--- config.mk ---
export PLATFORM = sky130hd
export DESIGN_NAME = autoranging_frequency_meter_flat
export DESIGN_NICKNAME = d
export VERILOG_FILES = /design/src/hw/rtl/afm_pkg.sv /design/src/hw/rtl/afm_if.sv /design/src/hw/rtl/autoranging_frequency_meter.sv /design/src/hw/rtl/afm_queue.sv /design/src/hw/rtl/afm_front.sv /design/src/hw/rtl/afm_back.sv /design/src/flat_wrapper.sv
export VERILOG_INCLUDE_DIRS = /design/src /design/src/hw/rtl
export SDC_FILE = /design/constraint.sdc
export NUM_CORES = 1
export LEC_CHECK = 0
export CORE_AREA = 5 5 463 237
export CTS_CLUSTER_SIZE = 10
export DETAILED_ROUTE_END_ITERATION = 6
export DIE_AREA = 0 0 468 242
export DONT_BUFFER_PORTS = 1
export PLACE_DENSITY = 0.52
export SLEW_MARGIN = 10
export SYNTH_ARGS = -nofsm -noshare
export SYNTH_HDL_FRONTEND = slang
export SYNTH_SLANG_ARGS = --single-unit
--- constraint.sdc ---
create_clock -name clk -period 6.5 [get_ports clk]
set_input_delay 0.325 -clock clk [delete_from_list [all_inputs] [get_ports clk]]
set_output_delay 0.325 -clock clk [all_outputs]
set_load 0.02 [all_outputs]
--- src/hw/rtl/autoranging_frequency_meter_macros.svh ---
// ----------------------------------------------------------------------------
// autoranging frequency meter assertion macros
// property checks for the meter; they expand to nothing in synthesis
// ----------------------------------------------------------------------------
`ifndef AUTORANGING_FREQUENCY_METER_MACROS_SVH
`define AUTORANGING_FREQUENCY_METER_MACROS_SVH

`ifndef SYNTHESIS

// same-cycle implication
`define AFM_ASSERT_NOW(lbl, ante, cons, msg) \
    lbl: assert property (@(posedge clk) disable iff (!rst_n) (ante) |-> (cons)) \
        else $error(msg);

// next-cycle implication
`define AFM_ASSERT_NEXT(lbl, ante, cons, msg) \
    lbl: assert property (@(posedge clk) disable iff (!rst_n) (ante) |=> (cons)) \
        else $error(msg);

`else

`define AFM_ASSERT_NOW(lbl, ante, cons, msg)
`define AFM_ASSERT_NEXT(lbl, ante, cons, msg)

`endif

`endif

--- src/hw/rtl/afm_pkg.sv ---
// ----------------------------------------------------------------------------
// afm_pkg
// shared types, register codes and width helpers of the frequency meter
// ----------------------------------------------------------------------------
package afm_pkg;

    // result format
    localparam int FREQ_WIDTH = 40;
    localparam int FRAC_BITS  = 8;
    localparam logic [FREQ_WIDTH-1:0] FREQ_MAX = '1;

    // 256000 fits in this many bits (gate result scale)
    localparam int SCALE_SHIFT = 18;

    // configuration port
    localparam int CFG_IDX_W    = 4;
    localparam int CFG_DATA_W   = 32;
    localparam int CFG_GATE_W   = 16;

    localparam logic [CFG_IDX_W-1:0] REG_TICK_HZ     = CFG_IDX_W'(0);
    localparam logic [CFG_IDX_W-1:0] REG_SWITCH_HIGH = CFG_IDX_W'(1);
    localparam logic [CFG_IDX_W-1:0] REG_SWITCH_LOW  = CFG_IDX_W'(2);
    localparam logic [CFG_IDX_W-1:0] REG_GATE_MS     = CFG_IDX_W'(3);

    localparam logic [CFG_DATA_W-1:0] TICK_HZ_RESET     = 32'd240000000;
    localparam logic [CFG_DATA_W-1:0] SWITCH_HIGH_RESET = 32'd50000;
    localparam logic [CFG_DATA_W-1:0] SWITCH_LOW_RESET  = 32'd40000;
    localparam logic [CFG_GATE_W-1:0] GATE_MS_RESET     = 16'd500;

    // depth of the job queue between front and back
    localparam int JOB_QUEUE_DEPTH = 2;

    typedef struct packed {
        logic [CFG_DATA_W-1:0] tick_hz;
        logic [CFG_DATA_W-1:0] switch_high_hz;
        logic [CFG_DATA_W-1:0] switch_low_hz;
        logic [CFG_GATE_W-1:0] gate_ms;
    } cfg_regs_t;

    // control part of a measurement job
    typedef struct packed {
        logic is_count;
        logic zero_cap;
    } job_ctl_t;

    // back end tells the front a result was committed and whether the mode flips
    typedef struct packed {
        logic valid;
        logic changed;
    } verdict_t;

    typedef enum logic [1:0] {
        BK_IDLE,
        BK_DIV,
        BK_DONE
    } back_state_t;

    // dividend width: period dividend is 40 bits, gate dividend is edges*256000
    function automatic int dividend_width(input int cw);
        return (cw + SCALE_SHIFT > FREQ_WIDTH) ? cw + SCALE_SHIFT : FREQ_WIDTH;
    endfunction

    // divisor width: period count plus one, or gate milliseconds
    function automatic int divisor_width(input int cw, input int gw);
        return (cw + 1 > gw) ? cw + 1 : gw;
    endfunction

endpackage

--- src/hw/rtl/afm_if.sv ---
// ----------------------------------------------------------------------------
// afm channel interfaces
// tick input, measurement output and configuration write channels
// ----------------------------------------------------------------------------
interface afm_tick_if;
    logic valid;
    logic ready;
    logic signal_edge;
    logic ms_strobe;

    modport source (output valid, output signal_edge, output ms_strobe, input ready);
    modport sink   (input valid, input signal_edge, input ms_strobe, output ready);
endinterface

interface afm_result_if;
    import afm_pkg::*;
    logic                  valid;
    logic                  ready;
    logic [FREQ_WIDTH-1:0] freq_q8;
    logic                  method;
    logic                  mode_changed;

    modport source (output valid, output freq_q8, output method, output mode_changed,
                    input ready);
    modport sink   (input valid, input freq_q8, input method, input mode_changed,
                    output ready);
endinterface

interface afm_cfg_if;
    import afm_pkg::*;
    logic                  valid;
    logic                  ready;
    logic [CFG_IDX_W-1:0]  index;
    logic [CFG_DATA_W-1:0] data;

    modport source (output valid, output index, output data, input ready);
    modport sink   (input valid, input index, input data, output ready);
endinterface

--- src/hw/rtl/autoranging_frequency_meter.sv ---
// ----------------------------------------------------------------------------
// autoranging_frequency_meter
// a tick with no result is taken every cycle while no job is open; a tick
// closing a capture or gate holds further ticks until its result is committed;
// the one-bit-per-cycle divider takes a DW = max(40, COUNTER_WIDTH + 18) bit
// dividend, a zero capture skips it, and a result held by the sink adds its wait
// reset is asynchronous, restores register defaults and starts in period mode
// ----------------------------------------------------------------------------
`include "autoranging_frequency_meter_macros.svh"

module autoranging_frequency_meter #(
    parameter int COUNTER_WIDTH = 32,
    parameter int GATE_WIDTH    = 16
) (
    input  logic         clk,
    input  logic         rst_n,
    afm_tick_if.sink     tick,
    afm_result_if.source meas,
    afm_cfg_if.sink      cfg
);
    import afm_pkg::*;

    localparam int DW = dividend_width(COUNTER_WIDTH);
    localparam int VW = divisor_width(COUNTER_WIDTH, GATE_WIDTH);
    localparam int QW = $bits(job_ctl_t) + DW + VW;

    cfg_regs_t regs_reg, regs_next;

    logic          job_push;
    logic          job_pop;
    logic          job_full;
    logic          job_empty;
    job_ctl_t      push_ctl, pop_ctl;
    logic [DW-1:0] push_dividend, pop_dividend;
    logic [VW-1:0] push_divisor, pop_divisor;
    logic [QW-1:0] pop_data;
    verdict_t      verdict;

    // configuration writes, taken every cycle
    assign cfg.ready = 1'b1;

    always_comb
    begin
        regs_next = regs_reg;
        if (cfg.valid)
        begin
            unique case (cfg.index)
                REG_TICK_HZ:     regs_next.tick_hz        = cfg.data;
                REG_SWITCH_HIGH: regs_next.switch_high_hz = cfg.data;
                REG_SWITCH_LOW:  regs_next.switch_low_hz  = cfg.data;
                REG_GATE_MS:     regs_next.gate_ms        = cfg.data[CFG_GATE_W-1:0];
                default:         regs_next = regs_reg;
            endcase
        end
    end

    always_ff @(posedge clk or negedge rst_n)
    begin
        if (!rst_n)
        begin
            regs_reg.tick_hz        <= TICK_HZ_RESET;
            regs_reg.switch_high_hz <= SWITCH_HIGH_RESET;
            regs_reg.switch_low_hz  <= SWITCH_LOW_RESET;
            regs_reg.gate_ms        <= GATE_MS_RESET;
        end
        else
        begin
            regs_reg <= regs_next;
        end
    end

    // tick counters and job issue
    afm_front #(
        .COUNTER_WIDTH (COUNTER_WIDTH),
        .GATE_WIDTH    (GATE_WIDTH)
    ) u_front (
        .clk          (clk),
        .rst_n        (rst_n),
        .tick         (tick),
        .regs         (regs_reg),
        .verdict      (verdict),
        .job_full     (job_full),
        .job_push     (job_push),
        .job_ctl      (push_ctl),
        .job_dividend (push_dividend),
        .job_divisor  (push_divisor)
    );

    // job queue
    afm_queue #(
        .WIDTH (QW),
        .DEPTH (JOB_QUEUE_DEPTH)
    ) u_queue (
        .clk       (clk),
        .rst_n     (rst_n),
        .push      (job_push),
        .push_data ({push_ctl, push_dividend, push_divisor}),
        .pop       (job_pop),
        .pop_data  (pop_data),
        .full      (job_full),
        .empty     (job_empty)
    );

    assign {pop_ctl, pop_dividend, pop_divisor} = pop_data;

    // divider and result channel
    afm_back #(
        .COUNTER_WIDTH (COUNTER_WIDTH),
        .GATE_WIDTH    (GATE_WIDTH)
    ) u_back (
        .clk          (clk),
        .rst_n        (rst_n),
        .regs         (regs_reg),
        .job_empty    (job_empty),
        .job_pop      (job_pop),
        .job_ctl      (pop_ctl),
        .job_dividend (pop_dividend),
        .job_divisor  (pop_divisor),
        .meas         (meas),
        .verdict      (verdict)
    );

    // checks
    `AFM_ASSERT_NOW(a_push_has_room, job_push, !job_full, "job pushed into a full queue")
    `AFM_ASSERT_NEXT(a_push_stalls_ticks, job_push, !tick.ready, "tick taken while a job is open")
    `AFM_ASSERT_NEXT(a_commit_shows_result, verdict.valid, meas.valid, "committed result not shown")
    `AFM_ASSERT_NOW(a_single_job, verdict.valid, job_empty, "second job queued behind an open one")

endmodule

--- src/hw/rtl/afm_queue.sv ---
// ----------------------------------------------------------------------------
// afm_queue
// small fifo of measurement jobs between the front and the back
// ----------------------------------------------------------------------------
module afm_queue #(
    parameter int WIDTH = 8,
    parameter int DEPTH = 2
) (
    input  logic             clk,
    input  logic             rst_n,
    input  logic             push,
    input  logic [WIDTH-1:0] push_data,
    input  logic             pop,
    output logic [WIDTH-1:0] pop_data,
    output logic             full,
    output logic             empty
);
    localparam int AW   = (DEPTH > 1) ? $clog2(DEPTH) : 1;
    localparam int CNTW = $clog2(DEPTH + 1);

    logic [WIDTH-1:0] slots [DEPTH];
    logic [AW-1:0]    wr_ptr_reg, wr_ptr_next;
    logic [AW-1:0]    rd_ptr_reg, rd_ptr_next;
    logic [CNTW-1:0]  fill_reg, fill_next;
    logic             do_push, do_pop;

    assign full     = (fill_reg == CNTW'(DEPTH));
    assign empty    = (fill_reg == '0);
    assign do_push  = push && !full;
    assign do_pop   = pop && !empty;
    assign pop_data = slots[rd_ptr_reg];

    // pointer and fill bookkeeping
    always_comb
    begin
        wr_ptr_next = wr_ptr_reg;
        rd_ptr_next = rd_ptr_reg;
        fill_next   = fill_reg;
        if (do_push)
        begin
            wr_ptr_next = (wr_ptr_reg == AW'(DEPTH - 1)) ? '0 : wr_ptr_reg + AW'(1);
        end
        if (do_pop)
        begin
            rd_ptr_next = (rd_ptr_reg == AW'(DEPTH - 1)) ? '0 : rd_ptr_reg + AW'(1);
        end
        if (do_push && !do_pop)
        begin
            fill_next = fill_reg + CNTW'(1);
        end
        else if (do_pop && !do_push)
        begin
            fill_next = fill_reg - CNTW'(1);
        end
    end

    always_ff @(posedge clk or negedge rst_n)
    begin
        if (!rst_n)
        begin
            wr_ptr_reg <= '0;
            rd_ptr_reg <= '0;
            fill_reg   <= '0;
        end
        else
        begin
            wr_ptr_reg <= wr_ptr_next;
            rd_ptr_reg <= rd_ptr_next;
            fill_reg   <= fill_next;
        end
    end

    // job storage
    always_ff @(posedge clk)
    begin
        if (do_push)
        begin
            slots[wr_ptr_reg] <= push_data;
        end
    end

endmodule

--- src/hw/rtl/afm_front.sv ---
// ----------------------------------------------------------------------------
// afm_front
// takes one tick per transfer, runs the period and gate counters and issues
// a division job whenever a capture or a gate closes
// ----------------------------------------------------------------------------
module afm_front #(
    parameter int COUNTER_WIDTH = 32,
    parameter int GATE_WIDTH    = 16
) (
    input  logic                clk,
    input  logic                rst_n,
    afm_tick_if.sink            tick,
    input  afm_pkg::cfg_regs_t  regs,
    input  afm_pkg::verdict_t   verdict,
    input  logic                job_full,
    output logic                job_push,
    output afm_pkg::job_ctl_t   job_ctl,
    output logic [afm_pkg::dividend_width(COUNTER_WIDTH)-1:0]            job_dividend,
    output logic [afm_pkg::divisor_width(COUNTER_WIDTH, GATE_WIDTH)-1:0] job_divisor
);
    import afm_pkg::*;

    localparam int CW  = COUNTER_WIDTH;
    localparam int GW  = GATE_WIDTH;
    localparam int CP  = CW + 1;
    localparam int DW  = dividend_width(CW);
    localparam int VW  = divisor_width(CW, GW);
    localparam int GCW = (GW > CFG_GATE_W) ? GW : CFG_GATE_W;
    localparam int PW  = CW + SCALE_SHIFT;

    logic          count_mode_reg, count_mode_next;
    logic          skip_reg, skip_next;
    logic          gate_running_reg, gate_running_next;
    logic          wait_reg, wait_next;
    logic [CW-1:0] ticks_reg, ticks_next;
    logic [CW-1:0] edges_reg, edges_next;
    logic [GW-1:0] elapsed_reg, elapsed_next;

    logic           accept;
    logic [CW-1:0]  ticks_inc;
    logic [CW-1:0]  edges_inc;
    logic [GW-1:0]  elapsed_inc;
    logic [GCW-1:0] gate_len;
    logic           gate_done;
    logic [CP-1:0]  cap_plus_one;
    logic [PW-1:0]  edges_scaled;

    // one job in flight: hold ticks until the back commits its result
    assign tick.ready = !wait_reg && !job_full;
    assign accept     = tick.valid && tick.ready;

    // saturating counters, gate end test and job operands
    always_comb
    begin
        ticks_inc   = (ticks_reg == '1) ? ticks_reg : ticks_reg + CW'(1);
        edges_inc   = (tick.signal_edge && (edges_reg != '1)) ? edges_reg + CW'(1) : edges_reg;
        elapsed_inc = (tick.ms_strobe && (elapsed_reg != '1)) ? elapsed_reg + GW'(1)
                                                              : elapsed_reg;
        // a gate length of zero acts as one
        gate_len    = (regs.gate_ms == '0) ? GCW'(1) : GCW'(regs.gate_ms);
        gate_done   = (elapsed_inc != '0)
                      && ((GCW'(elapsed_inc) >= gate_len) || (elapsed_inc == '1));
        cap_plus_one = {1'b0, ticks_reg} + CP'(1);
        // edges * 256000 = edges * (2^18 - 2^12 - 2^11)
        edges_scaled = {edges_inc, {SCALE_SHIFT{1'b0}}}
                       - PW'({edges_inc, 12'h000})
                       - PW'({edges_inc, 11'h000});
    end

    // tick processing and mode switches
    always_comb
    begin
        count_mode_next   = count_mode_reg;
        skip_next         = skip_reg;
        gate_running_next = gate_running_reg;
        wait_next         = wait_reg;
        ticks_next        = ticks_reg;
        edges_next        = edges_reg;
        elapsed_next      = elapsed_reg;
        job_push          = 1'b0;
        job_ctl           = '0;
        job_dividend      = '0;
        job_divisor       = '0;

        // committed result: release ticks, flip mode if the back asks for it
        if (verdict.valid)
        begin
            wait_next = 1'b0;
            if (verdict.changed)
            begin
                count_mode_next   = !count_mode_reg;
                skip_next         = 1'b1;
                gate_running_next = 1'b0;
                ticks_next        = '0;
                edges_next        = '0;
                elapsed_next      = '0;
            end
        end

        if (accept)
        begin
            if (!count_mode_reg)
            begin
                // period mode
                if (!tick.signal_edge)
                begin
                    ticks_next = ticks_inc;
                end
                else
                begin
                    ticks_next = '0;
                    if (skip_reg)
                    begin
                        skip_next = 1'b0;
                    end
                    else
                    begin
                        job_push          = 1'b1;
                        job_ctl.is_count  = 1'b0;
                        job_ctl.zero_cap  = (ticks_reg == '0);
                        job_dividend      = DW'({regs.tick_hz, {FRAC_BITS{1'b0}}});
                        job_divisor       = VW'(cap_plus_one);
                        wait_next         = 1'b1;
                    end
                end
            end
            else if (!gate_running_reg)
            begin
                // this tick only opens the gate
                gate_running_next = 1'b1;
                edges_next        = '0;
                elapsed_next      = '0;
            end
            else
            begin
                edges_next   = edges_inc;
                elapsed_next = elapsed_inc;
                if (gate_done)
                begin
                    job_push          = 1'b1;
                    job_ctl.is_count  = 1'b1;
                    job_ctl.zero_cap  = 1'b0;
                    job_dividend      = DW'(edges_scaled);
                    job_divisor       = VW'(elapsed_inc);
                    gate_running_next = 1'b0;
                    wait_next         = 1'b1;
                end
            end
        end
    end

    always_ff @(posedge clk or negedge rst_n)
    begin
        if (!rst_n)
        begin
            count_mode_reg   <= 1'b0;
            skip_reg         <= 1'b1;
            gate_running_reg <= 1'b0;
            wait_reg         <= 1'b0;
            ticks_reg        <= '0;
            edges_reg        <= '0;
            elapsed_reg      <= '0;
        end
        else
        begin
            count_mode_reg   <= count_mode_next;
            skip_reg         <= skip_next;
            gate_running_reg <= gate_running_next;
            wait_reg         <= wait_next;
            ticks_reg        <= ticks_next;
            edges_reg        <= edges_next;
            elapsed_reg      <= elapsed_next;
        end
    end

endmodule

--- src/hw/rtl/afm_back.sv ---
// ----------------------------------------------------------------------------
// afm_back
// bit-serial restoring divider, result formatting, mode decision and the
// output register of the measurement channel
// ----------------------------------------------------------------------------
module afm_back #(
    parameter int COUNTER_WIDTH = 32,
    parameter int GATE_WIDTH    = 16
) (
    input  logic                clk,
    input  logic                rst_n,
    input  afm_pkg::cfg_regs_t  regs,
    input  logic                job_empty,
    output logic                job_pop,
    input  afm_pkg::job_ctl_t   job_ctl,
    input  logic [afm_pkg::dividend_width(COUNTER_WIDTH)-1:0]            job_dividend,
    input  logic [afm_pkg::divisor_width(COUNTER_WIDTH, GATE_WIDTH)-1:0] job_divisor,
    afm_result_if.source        meas,
    output afm_pkg::verdict_t   verdict
);
    import afm_pkg::*;

    localparam int DW = dividend_width(COUNTER_WIDTH);
    localparam int VW = divisor_width(COUNTER_WIDTH, GATE_WIDTH);
    localparam int SW = $clog2(DW);
    localparam int QW = FREQ_WIDTH - FRAC_BITS;

    back_state_t state_reg, state_next;

    logic          is_count_reg, is_count_next;
    logic          zero_reg, zero_next;
    logic [DW-1:0] dvd_reg, dvd_next;
    logic [VW-1:0] dvs_reg, dvs_next;
    logic [VW-1:0] rem_reg, rem_next;
    logic [DW-1:0] quot_reg, quot_next;
    logic          rnz_reg, rnz_next;
    logic [SW-1:0] step_reg, step_next;

    logic                  out_valid_reg, out_valid_next;
    logic [FREQ_WIDTH-1:0] out_freq_reg, out_freq_next;
    logic                  out_method_reg, out_method_next;
    logic                  out_changed_reg, out_changed_next;

    logic [VW:0]           rem_shift;
    logic [VW:0]           rem_sub;
    logic                  sub_ok;
    logic                  freq_sat;
    logic [FREQ_WIDTH-1:0] freq_val;
    logic [QW-1:0]         period_q;
    logic                  switch_up;
    logic                  switch_down;
    logic                  changed;

    assign meas.valid        = out_valid_reg;
    assign meas.freq_q8      = out_freq_reg;
    assign meas.method       = out_method_reg;
    assign meas.mode_changed = out_changed_reg;

    // divider step and result decode
    always_comb
    begin
        rem_shift   = {rem_reg, dvd_reg[DW-1]};
        sub_ok      = (rem_shift >= {1'b0, dvs_reg});
        rem_sub     = rem_shift - {1'b0, dvs_reg};
        freq_sat    = (quot_reg > DW'(FREQ_MAX));
        freq_val    = freq_sat ? FREQ_MAX : quot_reg[FREQ_WIDTH-1:0];
        period_q    = quot_reg[FREQ_WIDTH-1:FRAC_BITS];
        // exact quotient above the threshold: integer part above, or equal with remainder
        switch_up   = !zero_reg && ((period_q > regs.switch_high_hz)
                      || ((period_q == regs.switch_high_hz) && rnz_reg));
        switch_down = (freq_val < {regs.switch_low_hz, {FRAC_BITS{1'b0}}});
        changed     = is_count_reg ? switch_down : switch_up;
    end

    // sequencer
    always_comb
    begin
        state_next       = state_reg;
        is_count_next    = is_count_reg;
        zero_next        = zero_reg;
        dvd_next         = dvd_reg;
        dvs_next         = dvs_reg;
        rem_next         = rem_reg;
        quot_next        = quot_reg;
        rnz_next         = rnz_reg;
        step_next        = step_reg;
        out_valid_next   = out_valid_reg && !meas.ready;
        out_freq_next    = out_freq_reg;
        out_method_next  = out_method_reg;
        out_changed_next = out_changed_reg;
        job_pop          = 1'b0;
        verdict          = '0;

        unique case (state_reg)
            BK_IDLE:
            begin
                if (!job_empty)
                begin
                    job_pop       = 1'b1;
                    is_count_next = job_ctl.is_count;
                    zero_next     = job_ctl.zero_cap;
                    dvd_next      = job_dividend;
                    dvs_next      = job_divisor;
                    rem_next      = '0;
                    quot_next     = '0;
                    rnz_next      = 1'b0;
                    step_next     = SW'(DW - 1);
                    // a zero capture reports zero without dividing
                    state_next    = job_ctl.zero_cap ? BK_DONE : BK_DIV;
                end
            end
            BK_DIV:
            begin
                rem_next  = sub_ok ? rem_sub[VW-1:0] : rem_shift[VW-1:0];
                quot_next = {quot_reg[DW-2:0], sub_ok};
                dvd_next  = {dvd_reg[DW-2:0], 1'b0};
                // once the integer bits are in, the remainder is tick_hz mod divisor
                if (step_reg == SW'(FRAC_BITS))
                begin
                    rnz_next = (rem_next != '0);
                end
                if (step_reg == '0)
                begin
                    state_next = BK_DONE;
                end
                else
                begin
                    step_next = step_reg - SW'(1);
                end
            end
            BK_DONE:
            begin
                if (!out_valid_reg || meas.ready)
                begin
                    out_valid_next   = 1'b1;
                    out_freq_next    = freq_val;
                    out_method_next  = is_count_reg;
                    out_changed_next = changed;
                    verdict.valid    = 1'b1;
                    verdict.changed  = changed;
                    state_next       = BK_IDLE;
                end
            end
            default:
            begin
                state_next = BK_IDLE;
            end
        endcase
    end

    always_ff @(posedge clk or negedge rst_n)
    begin
        if (!rst_n)
        begin
            state_reg     <= BK_IDLE;
            out_valid_reg <= 1'b0;
        end
        else
        begin
            state_reg     <= state_next;
            out_valid_reg <= out_valid_next;
        end
    end

    // datapath registers
    always_ff @(posedge clk)
    begin
        is_count_reg    <= is_count_next;
        zero_reg        <= zero_next;
        dvd_reg         <= dvd_next;
        dvs_reg         <= dvs_next;
        rem_reg         <= rem_next;
        quot_reg        <= quot_next;
        rnz_reg         <= rnz_next;
        step_reg        <= step_next;
        out_freq_reg    <= out_freq_next;
        out_method_reg  <= out_method_next;
        out_changed_reg <= out_changed_next;
    end

endmodule
--- src/flat_wrapper.sv ---
// flat-port wrapper written by rule: the top's interface ports become plain ports
module autoranging_frequency_meter_flat import afm_pkg::*;
#(
    parameter int COUNTER_WIDTH = 32,
    parameter int GATE_WIDTH    = 16
)
  (clk, rst_n, tick_valid, tick_signal_edge, tick_ms_strobe, tick_ready, meas_valid, meas_freq_q8, meas_method, meas_mode_changed, meas_ready, cfg_valid, cfg_index, cfg_data, cfg_ready);
  afm_tick_if tick_i ();
  afm_result_if meas_i ();
  afm_cfg_if cfg_i ();
  input  logic clk;
  input  logic rst_n;
  input wire logic [$bits(tick_i.valid)-1:0] tick_valid;
  input wire logic [$bits(tick_i.signal_edge)-1:0] tick_signal_edge;
  input wire logic [$bits(tick_i.ms_strobe)-1:0] tick_ms_strobe;
  output wire logic [$bits(tick_i.ready)-1:0] tick_ready;
  output wire logic [$bits(meas_i.valid)-1:0] meas_valid;
  output wire logic [$bits(meas_i.freq_q8)-1:0] meas_freq_q8;
  output wire logic [$bits(meas_i.method)-1:0] meas_method;
  output wire logic [$bits(meas_i.mode_changed)-1:0] meas_mode_changed;
  input wire logic [$bits(meas_i.ready)-1:0] meas_ready;
  input wire logic [$bits(cfg_i.valid)-1:0] cfg_valid;
  input wire logic [$bits(cfg_i.index)-1:0] cfg_index;
  input wire logic [$bits(cfg_i.data)-1:0] cfg_data;
  output wire logic [$bits(cfg_i.ready)-1:0] cfg_ready;
  assign tick_i.valid = tick_valid;
  assign tick_i.signal_edge = tick_signal_edge;
  assign tick_i.ms_strobe = tick_ms_strobe;
  assign tick_ready = tick_i.ready;
  assign meas_valid = meas_i.valid;
  assign meas_freq_q8 = meas_i.freq_q8;
  assign meas_method = meas_i.method;
  assign meas_mode_changed = meas_i.mode_changed;
  assign meas_i.ready = meas_ready;
  assign cfg_i.valid = cfg_valid;
  assign cfg_i.index = cfg_index;
  assign cfg_i.data = cfg_data;
  assign cfg_ready = cfg_i.ready;
  autoranging_frequency_meter #(.COUNTER_WIDTH(COUNTER_WIDTH), .GATE_WIDTH(GATE_WIDTH)) u_core (.clk(clk), .rst_n(rst_n), .tick(tick_i), .meas(meas_i), .cfg(cfg_i));
endmodule
# Word level (Yosys, flattened, before mapping)
# Memory sizes are Yosys's and may differ from the RTL's.
# Cells that the tools add are included.
# Widths: inputs -> output; s select.
[classes] n_addsub=12 n_lt_le_gt_ge=5 eq_ne=18 n_mux=94 n_bitwise=1 n_reduce_logical=45
[op_table] cell="$mux 32" n=12
[op_table] cell="$mux 50" n=6
[op_table] cell="$pmux 50 s2" n=2
[op_table] cell="$mux 33" n=6
[op_table] cell="$mux 16" n=9
[op_table] cell="$mux 40" n=3
[op_table] cell="$pmux 33 s2" n=1
[op_table] cell="$add 32x1->32 const B" n=2
[op_table] cell="$gt 50x40->1 const B" n=1
[op_table] cell="$sub 50x43->50" n=1
[op_table] cell="$sub 50x44->50" n=1
[op_table] cell="$lt 40x40->1" n=1
[op_table] cell="$mux 1" n=38
[op_table] cell="$ge 34x33->1" n=1
[op_table] cell="$add 32x1->33 const B" n=1
[op_table] cell="$reduce_bool 33->1" n=1
[op_table] cell="$sub 33x33->33" n=1
[op_table] cell="$eq 32x32->1" n=1
[op_table] cell="$eq 32x32->1 const B" n=1
[op_table] cell="$gt 32x32->1" n=1
[op_table] cell="$logic_not 32->1" n=1
[op_table] cell="$ne 32x32->1 const B" n=1
[op_table] cell="$mux 2" n=12
[op_table] cell="$add 16x1->16 const B" n=1
[op_table] cell="30 further kinds" n=70
[totals] ff_bits=420 mem_bits_rw=170 in_bits=43 out_inout_bits=45 wordCells=203 mem_count=1
[memory_table] name="u_core.u_queue.slots" words=2 word_bits=85 read_ports=1 rd_ports_with_merged_regs=0 write_ports=1 line="afm_queue.sv:21" text="logic [WIDTH-1:0] slots [DEPTH];"

# Longest topological paths before layout
# Gate-level depths: netlist of run 1.
[depth] depth_word=15 ltp_mapped=23 depth_no_buf=22

# Hierarchy
# From an unflattened synthesis of run 1, not the netlist that was laid out.
[hier_totals] cells_unflattened=3036 area_unflattened_um2=33196.8
[by_module_without_submodules] mod="afm_back" instances=1 cells_each=1190 area_per_inst_um2=12579.6 seq_area_each_um2=6591.3
[by_module_without_submodules] mod="afm_front" instances=1 cells_each=1319 area_per_inst_um2=9759.4 seq_area_each_um2=2103.3
[by_module_without_submodules] mod="afm_queue" instances=1 cells_each=284 area_per_inst_um2=6535.0 seq_area_each_um2=5205.0
[by_module_without_submodules] mod="autoranging_frequency_meter" instances=1 cells_each=243 area_per_inst_um2=4322.9 seq_area_each_um2=2836.5

# Worst setup path before layout of run 1
# Ideal clock, no wire load.
[synth_path] kind="flip-flop to flip-flop" start="reg u_core.u_front.elapsed_reg[8]" end="mem u_core.u_queue.slots[1][0] (netlist bit) (enable)" setup_ns=0.522 arrival_time_ns=6.562 t_required_ns=5.978 slack_ns=-0.583 stages_incl_launch_ff=19 n_path_buf=2 synth_period_minus_slack_ns=7.083 cell_sequence="dfrtp_1 nand4_4 nor4_2 buf_4 nand2b_1 buf_2 mux2i_1 inv_1 ha_1 a211oi_1 o31ai_1 a31oi_1 o21ai_0 a21o_1 o21a_2 nand2_4 inv_4 nor2_8 nor2b_1"
[synth_via] elab_chain_cells=13 elab_cells_between_ends=16 classes_between="add/sub (1); order compare (1); eq/ne (2); mux (7); reduce/logical (5)"
[synth_lines] item="start: declaration" line="afm_front.sv:37" text="logic [GW-1:0] elapsed_reg, elapsed_next;"
[synth_lines] item="start signal: assignment" line="afm_front.sv:172" text="elapsed_reg <= elapsed_next;"
[synth_lines] item="branches (longest 2 deep; another with $add 16x1->16)"
[synth_lines] item="$mux 16 (*)" line="afm_front.sv:57" text="elapsed_inc = (tick.ms_strobe && (elapsed_reg != '1)) ? elapsed_reg + GW'(1)"
[synth_lines] item="$ge 16x16->1 or $eq 16x16->1 (tied branches)" line="afm_front.sv:62" text="&& ((GCW'(elapsed_inc) >= gate_len) || (elapsed_inc == '1));"
[synth_lines] item="$logic_or 1x1->1" line="afm_front.sv:62"
[synth_lines] item="$logic_and 1x1->1 (*)" line="afm_front.sv:62"
[synth_lines] item="$mux 1 (*)" line="afm_front.sv:138" text="if (gate_done)"
[synth_lines] item="$mux 1 (*)" line="afm_front.sv:127" text="else if (!gate_running_reg)"
[synth_lines] item="$mux 1 (*)" line="afm_front.sv:102" text="if (!count_mode_reg)"
[synth_lines] item="$mux 1 (*)" line="afm_front.sv:100" text="if (accept)"
[synth_lines] item="$logic_and 1x1->1 (*)" line="afm_queue.sv:29" text="assign do_push = push && !full;"
[synth_lines] item="$mux 1 (*)" line="afm_queue.sv:76" text="if (do_push)"
[synth_lines] item="$mux 1 (implied by the code) (*)" line="afm_queue.sv:78" text="slots[wr_ptr_reg] <= push_data;"
[synth_lines] item="end: declaration" line="afm_queue.sv:21"
# Every way passes the cells marked *.

# Worst setup path after layout of run 1
[layout_path] start="reg u_core.u_front.edges_reg[0]" end="mem u_core.u_queue.slots[0][82] (netlist bit), data pin"
[layout_via] elab_chain_cells=9 elab_cells_between_ends=10 classes_between="add/sub (3); eq/ne (1); mux (5); reduce/logical (1)"
[layout_lines] item="start: declaration" line="afm_front.sv:36" text="logic [CW-1:0] edges_reg, edges_next;"
[layout_lines] item="start signal: assignment" line="afm_front.sv:171" text="edges_reg <= edges_next;"
[layout_lines] item="branches (longest 2 deep; another with $add 32x1->32)"
[layout_lines] item="$mux 32 (*)" line="afm_front.sv:56" text="edges_inc = (tick.signal_edge && (edges_reg != '1)) ? edges_reg + CW'(1) : edges_reg;"
[layout_lines] item="$sub 50x44->50" line="afm_front.sv:66" text="- PW'({edges_inc, 12'h000})"
[layout_lines] item="$sub 50x43->50 (*)" line="afm_front.sv:67" text="- PW'({edges_inc, 11'h000});"
[layout_lines] item="$mux 50 (*)" line="afm_front.sv:138"
[layout_lines] item="$mux 50 (*)" line="afm_front.sv:127"
[layout_lines] item="$mux 50 (*)" line="afm_front.sv:102"
[layout_lines] item="$mux 50 (*)" line="afm_front.sv:100"
[layout_lines] item="via u_core.push_dividend[49]" line="autoranging_frequency_meter.sv:34" text="logic [DW-1:0] push_dividend, pop_dividend;"
# Mark *: on every way through the listed nets, which the timed path passes.

==> results list, run 1 <==
- The netlist uses 93 different library cells.
* Register area share after synthesis: 51.2%
- For flop-to-flop paths, the worst setup slack is 0.46 ns.
- Element type at the critical path start: register
* DRT Pass-1 Iters: 5
* Die width: 468 um
- Counting every net in the synthesized netlist gives 3138.
* Post-route fraction of the period consumed by the critical path: 92.9%
- The worst register-to-register path ends at u_core.u_queue.slots[0][82].
* Final routed wirelength across all metal layers: 93.5 mm
* Die area: 113000 um2
- In the synthesized netlist the dominant register cell turns out to be edfxtp_1.
- The average instance in the mapped netlist occupies 10.8 um2.
- The wire-length estimate of the detail-placed layout is 67.5 mm.
* Synthesized instance count: 2905
- Nature of the critical path endpoint: register
- Cells fill 33.6% of the core in the end.
- The worst register-to-register path has a depth of 20.
- Drc violations: 0
- Buffers placed on the I/O ports in this run total 0.
* Register clock-pin slew on the reported worst setup and hold paths: 0.07 ns
- Fraction of layout cells with a size suffix above 1: 12.3%
- The path class of the tightest hold or removal check is in -> reg.
* Yosys warns: 0
* Wire length of the first global-routing pass: 139 mm
* Endpoints failing setup: 0
* CTS tree: built
- Measured slew at the worst slew-check pin: 1.12 ns
- After layout, the minimum clock period comes to 6.04 ns.
* Final net count: 3176
- Counting flops with an async set or reset pin after synthesis yields a share of 35.9%.
- Share of the synthesized area in the top cell type: 34.8%
- Entering global routing, the biggest net connects 204 pins.
- Top cells by area in the synthesized netlist: edfxtp_1 (35%), dfrtp_1 (14%), ha_1 (6.6%)
- Row Count: 85
- In this run the cell area of the synthesized design comes to 31300 um2.
* Mean number of vias per cell: 5.04
* Highest net fanout along the worst path: 8
- The worst register-to-register path begins at u_core.u_front.edges_reg[0].
* Vias in the first global route: 20.5k
- The worst hold path begins at tick_ms_strobe.
- CTS Root Cell: clkbuf_16
* Maximum VDD drop: 0.262 mV
- The worst pin sits at a relative slew slack of 25.0%.
- The initial utilization of the core area, before any placement, comes to 29.6%.
- Global-route usage over all layers: 16.2%
* Commonest non-fill, non-tap cell in the layout: edfxtp_1
* CP Data Required Time: 6.96 ns
* Grt total ovfl: 0
* Clock insertion delay at the later pin of the skew report: 0.66 ns
- The clock passes through at most 3 buffers.
- Cell area power density: 461 nW/um2
- The path with the worst hold slack has its endpoint at u_core.u_front.elapsed_reg[0].
* Number of hold violations in the final report: 0
- Setup repair after global routing left no endpoint under its margin.
- The congestion estimate from routability-driven global placement came to 0.900.
- Dividing the detail-routed wire length by the instance count gives 21.1 um.
- In the layout the commonest cells are edfxtp_1 (363), nand2_1 (323), o21ai_0 (203), inv_1 (202), dfrtp_1 (174).
- Number of cells on the worst hold path: 3
- The floorplan step set the die height to 242 um.
* Number of vias in the routed layout: 22.3k
- Number of storage elements in the synthesis netlist: 566
- Clock tree synthesis inserted a total of 67 buffers.
- I/O pin count: 88
- The detail route stage leaves a number of antenna-violating nets equal to 0.
- Area overhead of the layout relative to synthesis: 13.5%
* Std-Cell Core Area: 106000 um2
- The first routing iteration left 2436 violations.
- The register with the most flip-flops in the layout has 154 of them.
* Final sum of negative setup slack: 0 ns
* Result of the run: finished, final reports clean
- Fin Clk Skew: 0.0302 ns
* Start-to-end type of the worst setup path: reg -> reg
- Number of synthesized flops with an enable pin: 363
* Post-CTS setup buffer count: 0
- Based on the critical path, the design can be clocked at up to 166 MHz.
* Number of antenna violations at the first check in global routing: 6
- Data on the critical path arrives at its endpoint at 6.50 ns.
- The H-tree generated during clock tree synthesis spans 3 levels.
- Yosys top cell by area: edfxtp_1
* Max-Cap Viols: 0
- The analysis attributes to cell leakage a power of 14.5 nW.
- The final-report max-slew violation count is 0.
- Number of sinks driven by the clock tree: 566
[critical path: stages (launching register included)]
cell,delay (ns)
dfrtp_1,0.46
ha_1,0.29
inv_1,0.07
or3_1,0.40
nor3_1,0.24
o41ai_1,0.23
nor2_1,0.51
nand2_1,0.25
xor2_1,0.53
fa_1,0.52
ha_1,0.45
a21o_1,0.21
a21o_1,0.20
a21o_1,0.17
a21o_1,0.16
a21o_1,0.20
a21o_1,0.18
o21a_1,0.21
o21a_1,0.19
o21ai_0,0.12
nor3b_1,0.24
[per-layer routing]
layer  wire length (um)  vias up  part of all wire [%]  track usage (%)
li1                   -    10500                     -                -
met1              51800    10900                    55             28.5
met2              30200      855                    32             17.3
met3              10200       78                    11             5.89
met4               1240        2                   1.3             3.00
met5                 13        -                 0.014                0
[metrics by stage]
stage / instances / hold WS (ns) / total power (W) / worst slack (ns) / instance area [um2]
floorplan: 2905 / 0.0294 / 0.0102 / 0.187 / 31300
global placement: 4272 / 0.0719 / 0.0125 / 0.706 / 33100
detailed placement: 4272 / 0.0705 / 0.0125 / 0.574 / 33100
CTS: 4428 / 0.0141 / 0.0163 / 0.559 / 35500
global route: 4430 / 0.127 / 0.0174 / 0.0381 / 35500
finish: 4433 / 0.0689 / 0.0164 / 0.463 / 35500
[synthesized netlist by cell type, drive strengths merged (60+ instances only)]
cell,count
dfrtp,175
clkbuf,90
and2,74
inv,205
nand3,67
a21o,60
a21oi,142
edfxtp,363
mux2,116
ha,164
xnor2,83
nor2,152
nand2,325
o21ai,204
[final cells by class]
cell class              instances  area, um2
well taps                    1435       1800
repair buffers                 91        836
clock inverters                 6        105
diodes                          4       10.0
clock buffers                 114       1920
inverters                     205        772
flip-flops and latches        566      16000
multi-input cells            2012      14100
fillers                     10600      70300
[power by group]
group / leakage (nW) / internal, W / switching (W)
combinational: 7.46 / 0.00271 / 0.00456
sequential: 6.07 / 0.00493 / 0.000543
clock: 0.966 / 0.00203 / 0.00158
[cells by family (layout without fill, tap and decap cells)]
| group | count (synthesis) | after routing | share of synthesized area [%] |
|---|---|---|---|
| AND/OR/NAND/NOR | 916 | 916 | 14.6 |
| AO/OA/AOI/OAI | 590 | 590 | 11.9 |
| flip-flops | 566 | 566 | 51.2 |
| buffers and inverters | 327 | 416 | 4.11 |
| adder cells (fa/ha/maj) | 190 | 190 | 8.22 |
| multiplexers | 173 | 173 | 6.00 |
| XOR/XNOR | 142 | 142 | 3.97 |
| other | 1 | 5 | 0.0120 |
[worst max-delay path by stage]
stage,startpoint,endpoint,slack (ns),depth (start not counted)
after floorplan,u_core.u_queue.fill_reg[0],u_core.u_back.dvd_reg[10],0.19,2
after global placement,u_core.u_front.edges_reg[0],u_core.u_queue.slots[0][82],0.71,20
after detailed placement,u_core.u_front.edges_reg[24],u_core.u_queue.slots[0][82],0.57,21
after CTS,u_core.u_front.edges_reg[24],u_core.u_queue.slots[0][82],0.56,21
after global routing,u_core.u_front.edges_reg[17],u_core.u_queue.slots[1][77],0.04,21
final,u_core.u_front.edges_reg[0],u_core.u_queue.slots[0][82],0.46,20
[repair_timing]
| item | CTS | global route |
|---|---|---|
| endpoints found under the hold margin | 319 | 0 |
| hold buffers | 36 | 0 |
| setup endpoints to repair | 0 | 4 |
| gates resized for setup | 0 | 1 |
Note: power is estimated with default switching activity, not from simulation.
==> run 2: changes to the inputs <==
CAP_MARGIN = 5   (was not set)
CORE_AREA = 5 5 347 315   (was 5 5 463 237)
DIE_AREA = 0 0 352 320   (was 0 0 468 242)
MAX_ROUTING_LAYER = met4   (was not set)
==> run 2 against run 1 <==
  * Hold slack lost 0.047 ns
  * Via count decreased by 3.6%
  * Core utilization rose by 0.072 points
  * Combinational power fell by 7.8%
  * Non-clock buffer count is 19 lower
  * Global-route usage decreased by 1.7 points
  * Power decreased by 3.8%
  * Count of clock-buffer cells in the layout up 1
  * Highest routed layer is now met4
==> results list, run 2 (synthesis gave the netlist of run 1 again) <==
- The fraction of final layout cells sized beyond drive strength 1 is 11.9% (was 12.3%).
- The half-perimeter wire length after detailed placement was 56.7 mm (was 67.5 mm).
* Element type at the critical path start: register (unchanged)
- The largest net degree at the start of global routing is 204 (unchanged).
- The clock-pin transition on the worst setup and hold timing paths was 0.05 ns (was 0.07 ns).
- Die area: 113000 um2 (about the same)
- Non-filler instance count after layout: 4361 (was 4433)
- Final sum of negative setup slack: 0 ns (unchanged)
* CP max stage cell: fa_1 (was xor2_1)
- Setup repair after global routing missed its margin: false (unchanged).
- Max-Cap Viols: 0 (unchanged)
* Number of flip-flops under the largest register name: 154 (unchanged)
* Nature of the critical path endpoint: register (unchanged)
- Highest-count cells in the layout ignoring fill and taps: edfxtp_1 (363), nand2_1 (323), o21ai_0 (203), inv_1 (202), dfrtp_1 (174) (unchanged)
* Commonest non-fill, non-tap cell in the layout: edfxtp_1 (unchanged)
* Fin Clk Skew: 0.0338 ns (was 0.0302 ns)
* CTS Root Cell: clkbuf_16 (unchanged)
- The largest fanout on the critical path is 7 (was 8).
- Clock insertion delay at the later pin of the skew report: 0.62 ns (was 0.66 ns)
- Final min period: 5.83 ns (was 6.04 ns)
* Global-route usage over all layers: 14.5% (was 16.2%)
- Cell area power density: 446 nW/um2 (was 461 nW/um2)
- Post-route fraction of the period consumed by the critical path: 89.8% (was 92.9%)
- The path length in cells of the critical path is 20 (unchanged).
* Number of buffers between clock root and the deepest sink: 3 (unchanged)
* Grt total ovfl: 0 (unchanged)
- The initial core utilization came to 29.8% (was 29.6%).
* Overall power after layout: 0.0157 W (was 0.0164 W)
- The horizontal extent of the die came to 352 um (was 468 um).
* Highest attainable clock frequency: 171 MHz (was 166 MHz)
- The via density per instance was 4.93 (was 5.04).
- The total wire length was 80.6 mm (was 93.5 mm).
* Critical path buffer and inverter count: 1 (unchanged)
- Fillers: 10.6k (about the same)
- Row Count: 113 (was 85)
- Worst-case reg-to-reg path depth: 20 (unchanged)
- Worst slew margin relative to its limit: 26.8% (was 25.0%)
- Number of cells on the worst hold path: 2 (was 3)
- Area overhead of the layout relative to synthesis: 12.9% (was 13.5%)
- Start-to-end type of the worst setup path: reg -> reg (unchanged)
* Result of the run: finished, final reports clean (unchanged)
- The post-route antenna net violation count came to 0 (unchanged).
- The total CTS buffers was 69 (was 67).
* Worst hold path class: in -> reg (unchanged)
- The total vias in the final route is 21.5k (was 22.3k).
- CTS tree: built (unchanged)
* Vias in the first global route: 21.3k (was 20.5k)
* Wire length of the first global-routing pass: 126 mm (was 139 mm)
- DRT Pass-1 Iters: 5 (unchanged)
- Std-Cell Core Area: 105000 um2 (was 106000 um2)
- The worst voltage drop across the vdd grid is 0.325 mV (was 0.262 mV).
- Initial detailed-routing violation count: 1652 (was 2436)
- The critical register-to-register path startpoint is u_core.u_front.edges_reg[0] (unchanged).
- The count of nets after finishing is 3159 (was 3176).
* Chain of cells forming the critical path: ha_1 > inv_1 > or3_1 > nor3_1 > o41ai_1 > nor2_1 > nand3_1 > xnor2_1 > fa_1 > ha_1 > a21oi_1 > o21ai_0 > a21o_1 > a21oi_1 > o221ai_1 > a221o_1 > o21bai_1 > nand2_1 > a21boi_0 > mux2i_1 (was ha_1 > inv_1 > or3_1 > nor3_1 > o41ai_1 > nor2_1 > nand2_1 > xor2_1 > fa_1 > ha_1 > a21o_1 > a21o_1 > a21o_1 > a21o_1 > a21o_1 > a21o_1 > o21a_1 > o21a_1 > o21ai_0 > nor3b_1)
* CP max stage delay: 0.49 ns (was 0.53 ns)
- Endpoints failing setup: 0 (unchanged)
* Drc violations: 0 (unchanged)
- Startpoint of the tightest hold check path: meas_ready (was tick_ms_strobe)
* Vertical die dimension: 320 um (was 242 um)
* Number of hold violations in the final report: 0 (unchanged)
* Worst slack on hold paths: 0.0219 ns (was 0.0689 ns)
- Wire per inst: 18.5 um (was 21.1 um)
- The number of antenna violations at the first check in global routing came to 7 (was 6).
- The number of port buffers is 0 (unchanged).
* Measured slew at the worst slew-check pin: 1.09 ns (was 1.12 ns)
* Worst hold path endpoint: u_core.u_back.meas.valid (was u_core.u_front.elapsed_reg[0])
* CP Data Required Time: 6.94 ns (was 6.96 ns)
- The capture point of the worst reg-to-reg path is u_core.u_queue.slots[0][73] (was u_core.u_queue.slots[0][82]).
- The number of sinks driven by the clock tree was 566 (unchanged).
* Count of pins over their slew limit: 0 (unchanged)
* H-tree lvl count: 3 (unchanged)
- The setup slack of the most critical reg-to-reg path is 0.67 ns (was 0.46 ns).
- Endpoint arrival time on the critical path: 6.27 ns (was 6.50 ns)
- The top-level port count came to 88 (unchanged).
* Crit path max-delay family: compound AO/OA/AOI/OAI gates (unchanged)
- The number of buffers added for setup after CTS came to 0 (unchanged).
- Instance count after placement with tap cells included: 4199 (was 4272)
- The last weighted congestion value of the routability-driven placer came to 0.866 (was 0.900).
- P_leak: 14.4 nW (was 14.5 nW)
-- run 2: cell count changes in the layout (fill, tap and decap cells not counted), sizes merged --
| cell | before | now |
|---|---|---|
| clkbuf | 114 | 115 |
| inv | 210 | 207 |
| clkinv | 1 | 6 |
| diode | 4 | 3 |
| dlygate4sd3 | 35 | 34 |
| buf | 56 | 38 |
-- run 2: per-stage QoR --
step	worst slack (ns)	utilization [%]	instance area, um2
3_5_place_dp	0.711	31.3	32900
5_1_grt	0.200	33.6	35300
6_report	0.665	33.6	35300
2_1_floorplan	0.187	-	31300
4_1_cts	0.663	33.6	35300
3_3_place_gp	0.704	31.3	32900
-- run 2: worst register-to-register path, stage by stage (launching register included) --
cell and delay [ns]:
dfrtp_1 0.46, ha_1 0.29, inv_1 0.07, or3_1 0.38, nor3_1 0.28, o41ai_1 0.25
nor2_1 0.21, nand3_1 0.12, xnor2_1 0.45, fa_1 0.49, ha_1 0.40, a21oi_1 0.21
o21ai_0 0.13, a21o_1 0.19, a21oi_1 0.17, o221ai_1 0.14, a221o_1 0.37, o21bai_1 0.31
nand2_1 0.15, a21boi_0 0.30, mux2i_1 0.30
-- run 2: worst max path at each step --
stage / start / to
3_3_place_gp: u_core.u_front.edges_reg[0] / u_core.u_queue.slots[1][73]
5_1_grt: u_core.u_front.edges_reg[24] / u_core.u_queue.slots[1][82]
2_1_floorplan: u_core.u_queue.fill_reg[0] / u_core.u_back.dvd_reg[10]
4_1_cts: u_core.u_front.edges_reg[17] / u_core.u_queue.slots[0][73]
3_5_place_dp: u_core.u_front.edges_reg[17] / u_core.u_queue.slots[0][73]
6_report: u_core.u_front.edges_reg[0] / u_core.u_queue.slots[0][73]
-- run 2: report_power, final --
part | switching (W) | internal [W]
combinational | 0.00405 | 0.00266
sequential | 0.000515 | 0.00493
clock | 0.00151 | 0.00207
total | 0.00608 | 0.00966
-- run 2: layer usage --
| metal | global-route usage [%] | up-vias | wire (um) |
|---|---|---|---|
| met5 | - | - | 0 |
| met4 | 3.51 | 0 | 1610 |
| met3 | 2.47 | 96 | 3250 |
| met2 | 21.8 | 382 | 35800 |
| met1 | 20.5 | 10600 | 39900 |
| li1 | - | 10500 | - |
-- run 2: repair_timing --
action / in CTS / in global routing
hold buffers: 35 / 0
hold endpoints to repair: 316 / 0
resized for setup: 0 / 0
setup endpoints to repair: 0 / 0
-- run 2: final cells by class --
type | count | area, um2 | area share, %
Sequential cell | 566 | 16000 | 45.3
Clock inverter | 8 | 85.1 | 0.241
Inverter | 205 | 772 | 2.19
Timing Repair Buffer | 72 | 691 | 1.95
Clock buffer | 115 | 1970 | 5.58
Tap cell | 1380 | 1730 | 4.89
Multi-Input combinational cell | 2012 | 14100 | 39.8
Antenna cell | 3 | 7.51 | 0.0212
==> run 3: changes to the inputs <==
CORE_AREA = 5 5 251 229   (was 5 5 347 315)
DIE_AREA = 0 0 256 234   (was 0 0 352 320)
PLACE_DENSITY = 0.83   (was 0.52)
==> run 3 against run 2 <==
  * First-iteration DRC count increased by 25%
  * Hold slack better by 0.010 ns
  * Final cell count down 15%
  * Die area is 47% lower
  * Worst setup slack worse by 0.032 ns
  * Combinational power increased by 1%
  * Global-route usage increased by 12 points
  * Clock skew decreased by 0.0082 ns
  * Flip-flop and latch count unchanged
  * Via count up 6.2%
  * Fmax is 0.55% lower
  * Critical path depth is 1 lower
  * Critical endpoint is now u_core.u_queue.slots[1][82]
  * Largest cell class unchanged
==> results list, run 3 (synthesis gave the netlist of run 1 again) <==
* Number of vias in the routed layout: 22.9k (was 21.5k)
- The count of placed standard cells including taps came to 3528 (was 4199).
- PortBufs: 0 (unchanged)
- The CTS tree is built (unchanged).
- The type of element launching the critical path is a register (unchanged).
- TritonCTS Buffers: 68 (was 69)
- The cell leakage power is 14.4 nW (about the same).
- The die area came to 59900 um2 (was 113000 um2).
- Number of sinks driven by the clock tree: 566 (unchanged)
- The number of max-cap violations is 0 (unchanged).
- The met2 track demand over resource is 43.6% (was 21.8%).
- Register clock-pin slew on the reported worst setup and hold paths: 0.06 ns (was 0.05 ns)
* Commonest non-fill, non-tap cell in the layout: edfxtp_1 (unchanged)
- Mean number of vias per cell: 6.19 (was 4.93)
- Number of buffers between clock root and the deepest sink: 3 (unchanged)
- Die width: 256 um (was 352 um)
- Post-cts hold buffer count: 35 (unchanged)
- HPWL reported at the end of detailed placement: 54.4 mm (was 56.7 mm)
- The worst-case headroom to the max-slew limit is 21.3% (was 26.8%).
- Vias in the first global route: 23.1k (was 21.3k)
* Number of hold violations in the final report: 0 (unchanged)
- H-tree lvl count: 3 (unchanged)
- The worst clock skew was 0.0256 ns (was 0.0338 ns).
- The largest net degree at the start of global routing is 204 (unchanged).
- Vertical die dimension: 234 um (was 320 um)
* Routing usage on met1: 34.8% (was 20.5%)
- Number of antenna violations at the first check in global routing: 0 (was 7)
- The start point of the critical path was u_core.u_front.edges_reg[24] (was u_core.u_front.edges_reg[0]).
- The worst voltage drop across the vdd grid was 0.422 mV (was 0.325 mV).
- The launch instance of the worst min-delay path is tick_signal_edge (was meas_ready).
- Measured slew at the worst slew-check pin: 1.17 ns (was 1.09 ns)
* Core utilization of the finished layout: 62.9% (was 33.6%)
* Global-route usage over all layers: 26.8% (was 14.5%)
- The largest fanout on the critical path came to 8 (was 7).
- Result of the run: finished, final reports clean (unchanged)
- Start-to-end type of the worst setup path: reg -> reg (unchanged)
* Fillers: 4073 (was 10.6k)
- Fraction of met3 tracks used by global routing: 4.27% (was 2.47%)
- Fraction of layout cells with a size suffix above 1: 11.6% (was 11.9%)
- Wire per inst: 21.3 um (was 18.5 um)
* Gp weighted congestion: 1.02 (was 0.866)
* Worst hold path class: in -> reg (unchanged)
* Initial detailed-routing violation count: 2060 (was 1652)
- Nature of the critical path endpoint: register (unchanged)
- Gr busiest metal: met2 (unchanged)
- The number of buffers added for setup after CTS came to 0 (unchanged).
- Highest-count cells in the layout ignoring fill and taps: edfxtp_1 (363), nand2_1 (323), inv_1 (203), o21ai_0 (203), dfrtp_1 (174) (was edfxtp_1 (363), nand2_1 (323), o21ai_0 (203), inv_1 (202), dfrtp_1 (174)).
- Power share of the sequential group: 34.5% (was 34.6%)
* Final sum of negative setup slack: 0 ns (unchanged)
- The first-pass detailed-route iteration total was 5 (unchanged).
* Post-route fraction of the period consumed by the critical path: 90.3% (was 89.8%)
- The DRC violations left came to 0 (unchanged).
- The number of standard cells in the final layout excluding fillers was 3689 (was 4361).
- Final min period: 5.87 ns (was 5.83 ns)
- The total wire length is 78.5 mm (was 80.6 mm).
* Antenna violation net count after detailed routing: 0 (unchanged)
- Count of instances resized after the clock tree is built: 0 (unchanged)
* Wire length of the first global-routing pass: 126 mm (about the same)
- The post-synthesis to final-layout area growth came to 10.1% (was 12.9%).
* Grt total ovfl: 0 (unchanged)
* Setup repair after global routing missed its margin: false (unchanged)
* Endpoint arrival time on the critical path: 6.26 ns (was 6.27 ns)
- Clock insertion delay at the later pin of the skew report: 0.61 ns (was 0.62 ns)
* Number of flip-flops under the largest register name: 154 (unchanged)
* CP Data Required Time: 6.90 ns (was 6.94 ns)
- Highest attainable clock frequency: 170 MHz (was 171 MHz)
* Switching power as a share of total power: 38.8% (was 38.6%)
* Count of pins over their slew limit: 0 (unchanged)
* Starting Density: 57.1% (was 29.8%)
- The power spent charging and discharging nets is 0.00615 W (was 0.00608 W).
* Endpoints failing setup: 0 (unchanged)
- The internal power contribution was 0.00971 W (was 0.00966 W).
- The clock network fraction of design power is 22.7% (was 22.8%).
- The top-level port count came to 88 (unchanged).
- The power density normalized to cell area is 460 nW/um2 (was 446 nW/um2).
* CTS Root Cell: clkbuf_16 (unchanged)
* RR Startpoint: u_core.u_front.edges_reg[24] (was u_core.u_front.edges_reg[0])
- Worst slack on hold paths: 0.0319 ns (was 0.0219 ns)
- The share of total power in combinational logic came to 42.8% (was 42.6%).
- Std-Cell Core Area: 54800 um2 (was 105000 um2)
- The row count came to 82 (was 113).
- The count of nets after finishing is 3152 (was 3159).
[run 3: path summary, 6_finish.rpt]
path / end / slack, ns / depth (start not counted)
min in group asynchronous: u_core.regs_reg[36] / 0.36 / 2
max in group asynchronous: u_core.u_queue.rd_ptr_reg / 5.11 / 2
worst min register to register: u_core.u_front.wait_reg / 0.49 / 2
worst min-delay path: u_core.u_front.edges_reg[0] / 0.03 / 3
worst max-delay path: u_core.u_queue.slots[1][82] / 0.63 / 19
worst max register to register: u_core.u_queue.slots[1][82] / 0.63 / 19
[run 3: per-stage QoR]
stage / worst slack [ns] / total power [W] / cell area, um2
after floorplan: 0.187 / 0.0102 / 31300
after global placement: 0.955 / 0.0118 / 32000
after detailed placement: 0.818 / 0.0121 / 32000
after CTS: 0.740 / 0.0158 / 34500
after global routing: 0.246 / 0.0168 / 34500
final: 0.633 / 0.0159 / 34500
[run 3: power by group through the flow]
stage	combinational, W	clock, W	sequential, W
floorplan	0.00493	0	0.00530
global placement	0.00639	0	0.00546
detailed placement	0.00656	0	0.00550
CTS	0.00669	0.00365	0.00545
global route	0.00745	0.00382	0.00554
finish	0.00678	0.00361	0.00547
[run 3: area by class of cell]
type | instances | area, um2 | area share [%]
flip-flops and latches | 566 | 16000 | 46.5
multi-input cells | 2012 | 14000 | 40.7
clock buffers | 116 | 1940 | 5.64
well taps | 714 | 893 | 2.59
inverters | 205 | 772 | 2.24
repair buffers | 66 | 626 | 1.82
clock inverters | 9 | 168 | 0.486
diodes | 1 | 2.50 | 0.00726
[run 3: metal layers]
metal | vias up | share of wire [%]
met1 | 11400 | 42
li1 | 10500 | -
met3 | 200 | 6.0
met4 | 0 | 3.6
met5 | - | 0
met2 | 845 | 48
[run 3: critical path: stages (launching register included)]
cell and delay, ns:
dfrtp_1 0.45, nand4_1 0.23, nor2_1 0.19, nand3_1 0.14
o41ai_1 0.68, nor2_1 0.31, nand2_1 0.23, xor2_1 0.49
fa_1 0.53, ha_1 0.42, a21o_1 0.20, a21o_1 0.19
a21o_1 0.19, a21o_1 0.18, a21o_1 0.18, a21o_1 0.17
o21a_1 0.21, o21a_1 0.19, o21ai_0 0.16, nor3b_1 0.31
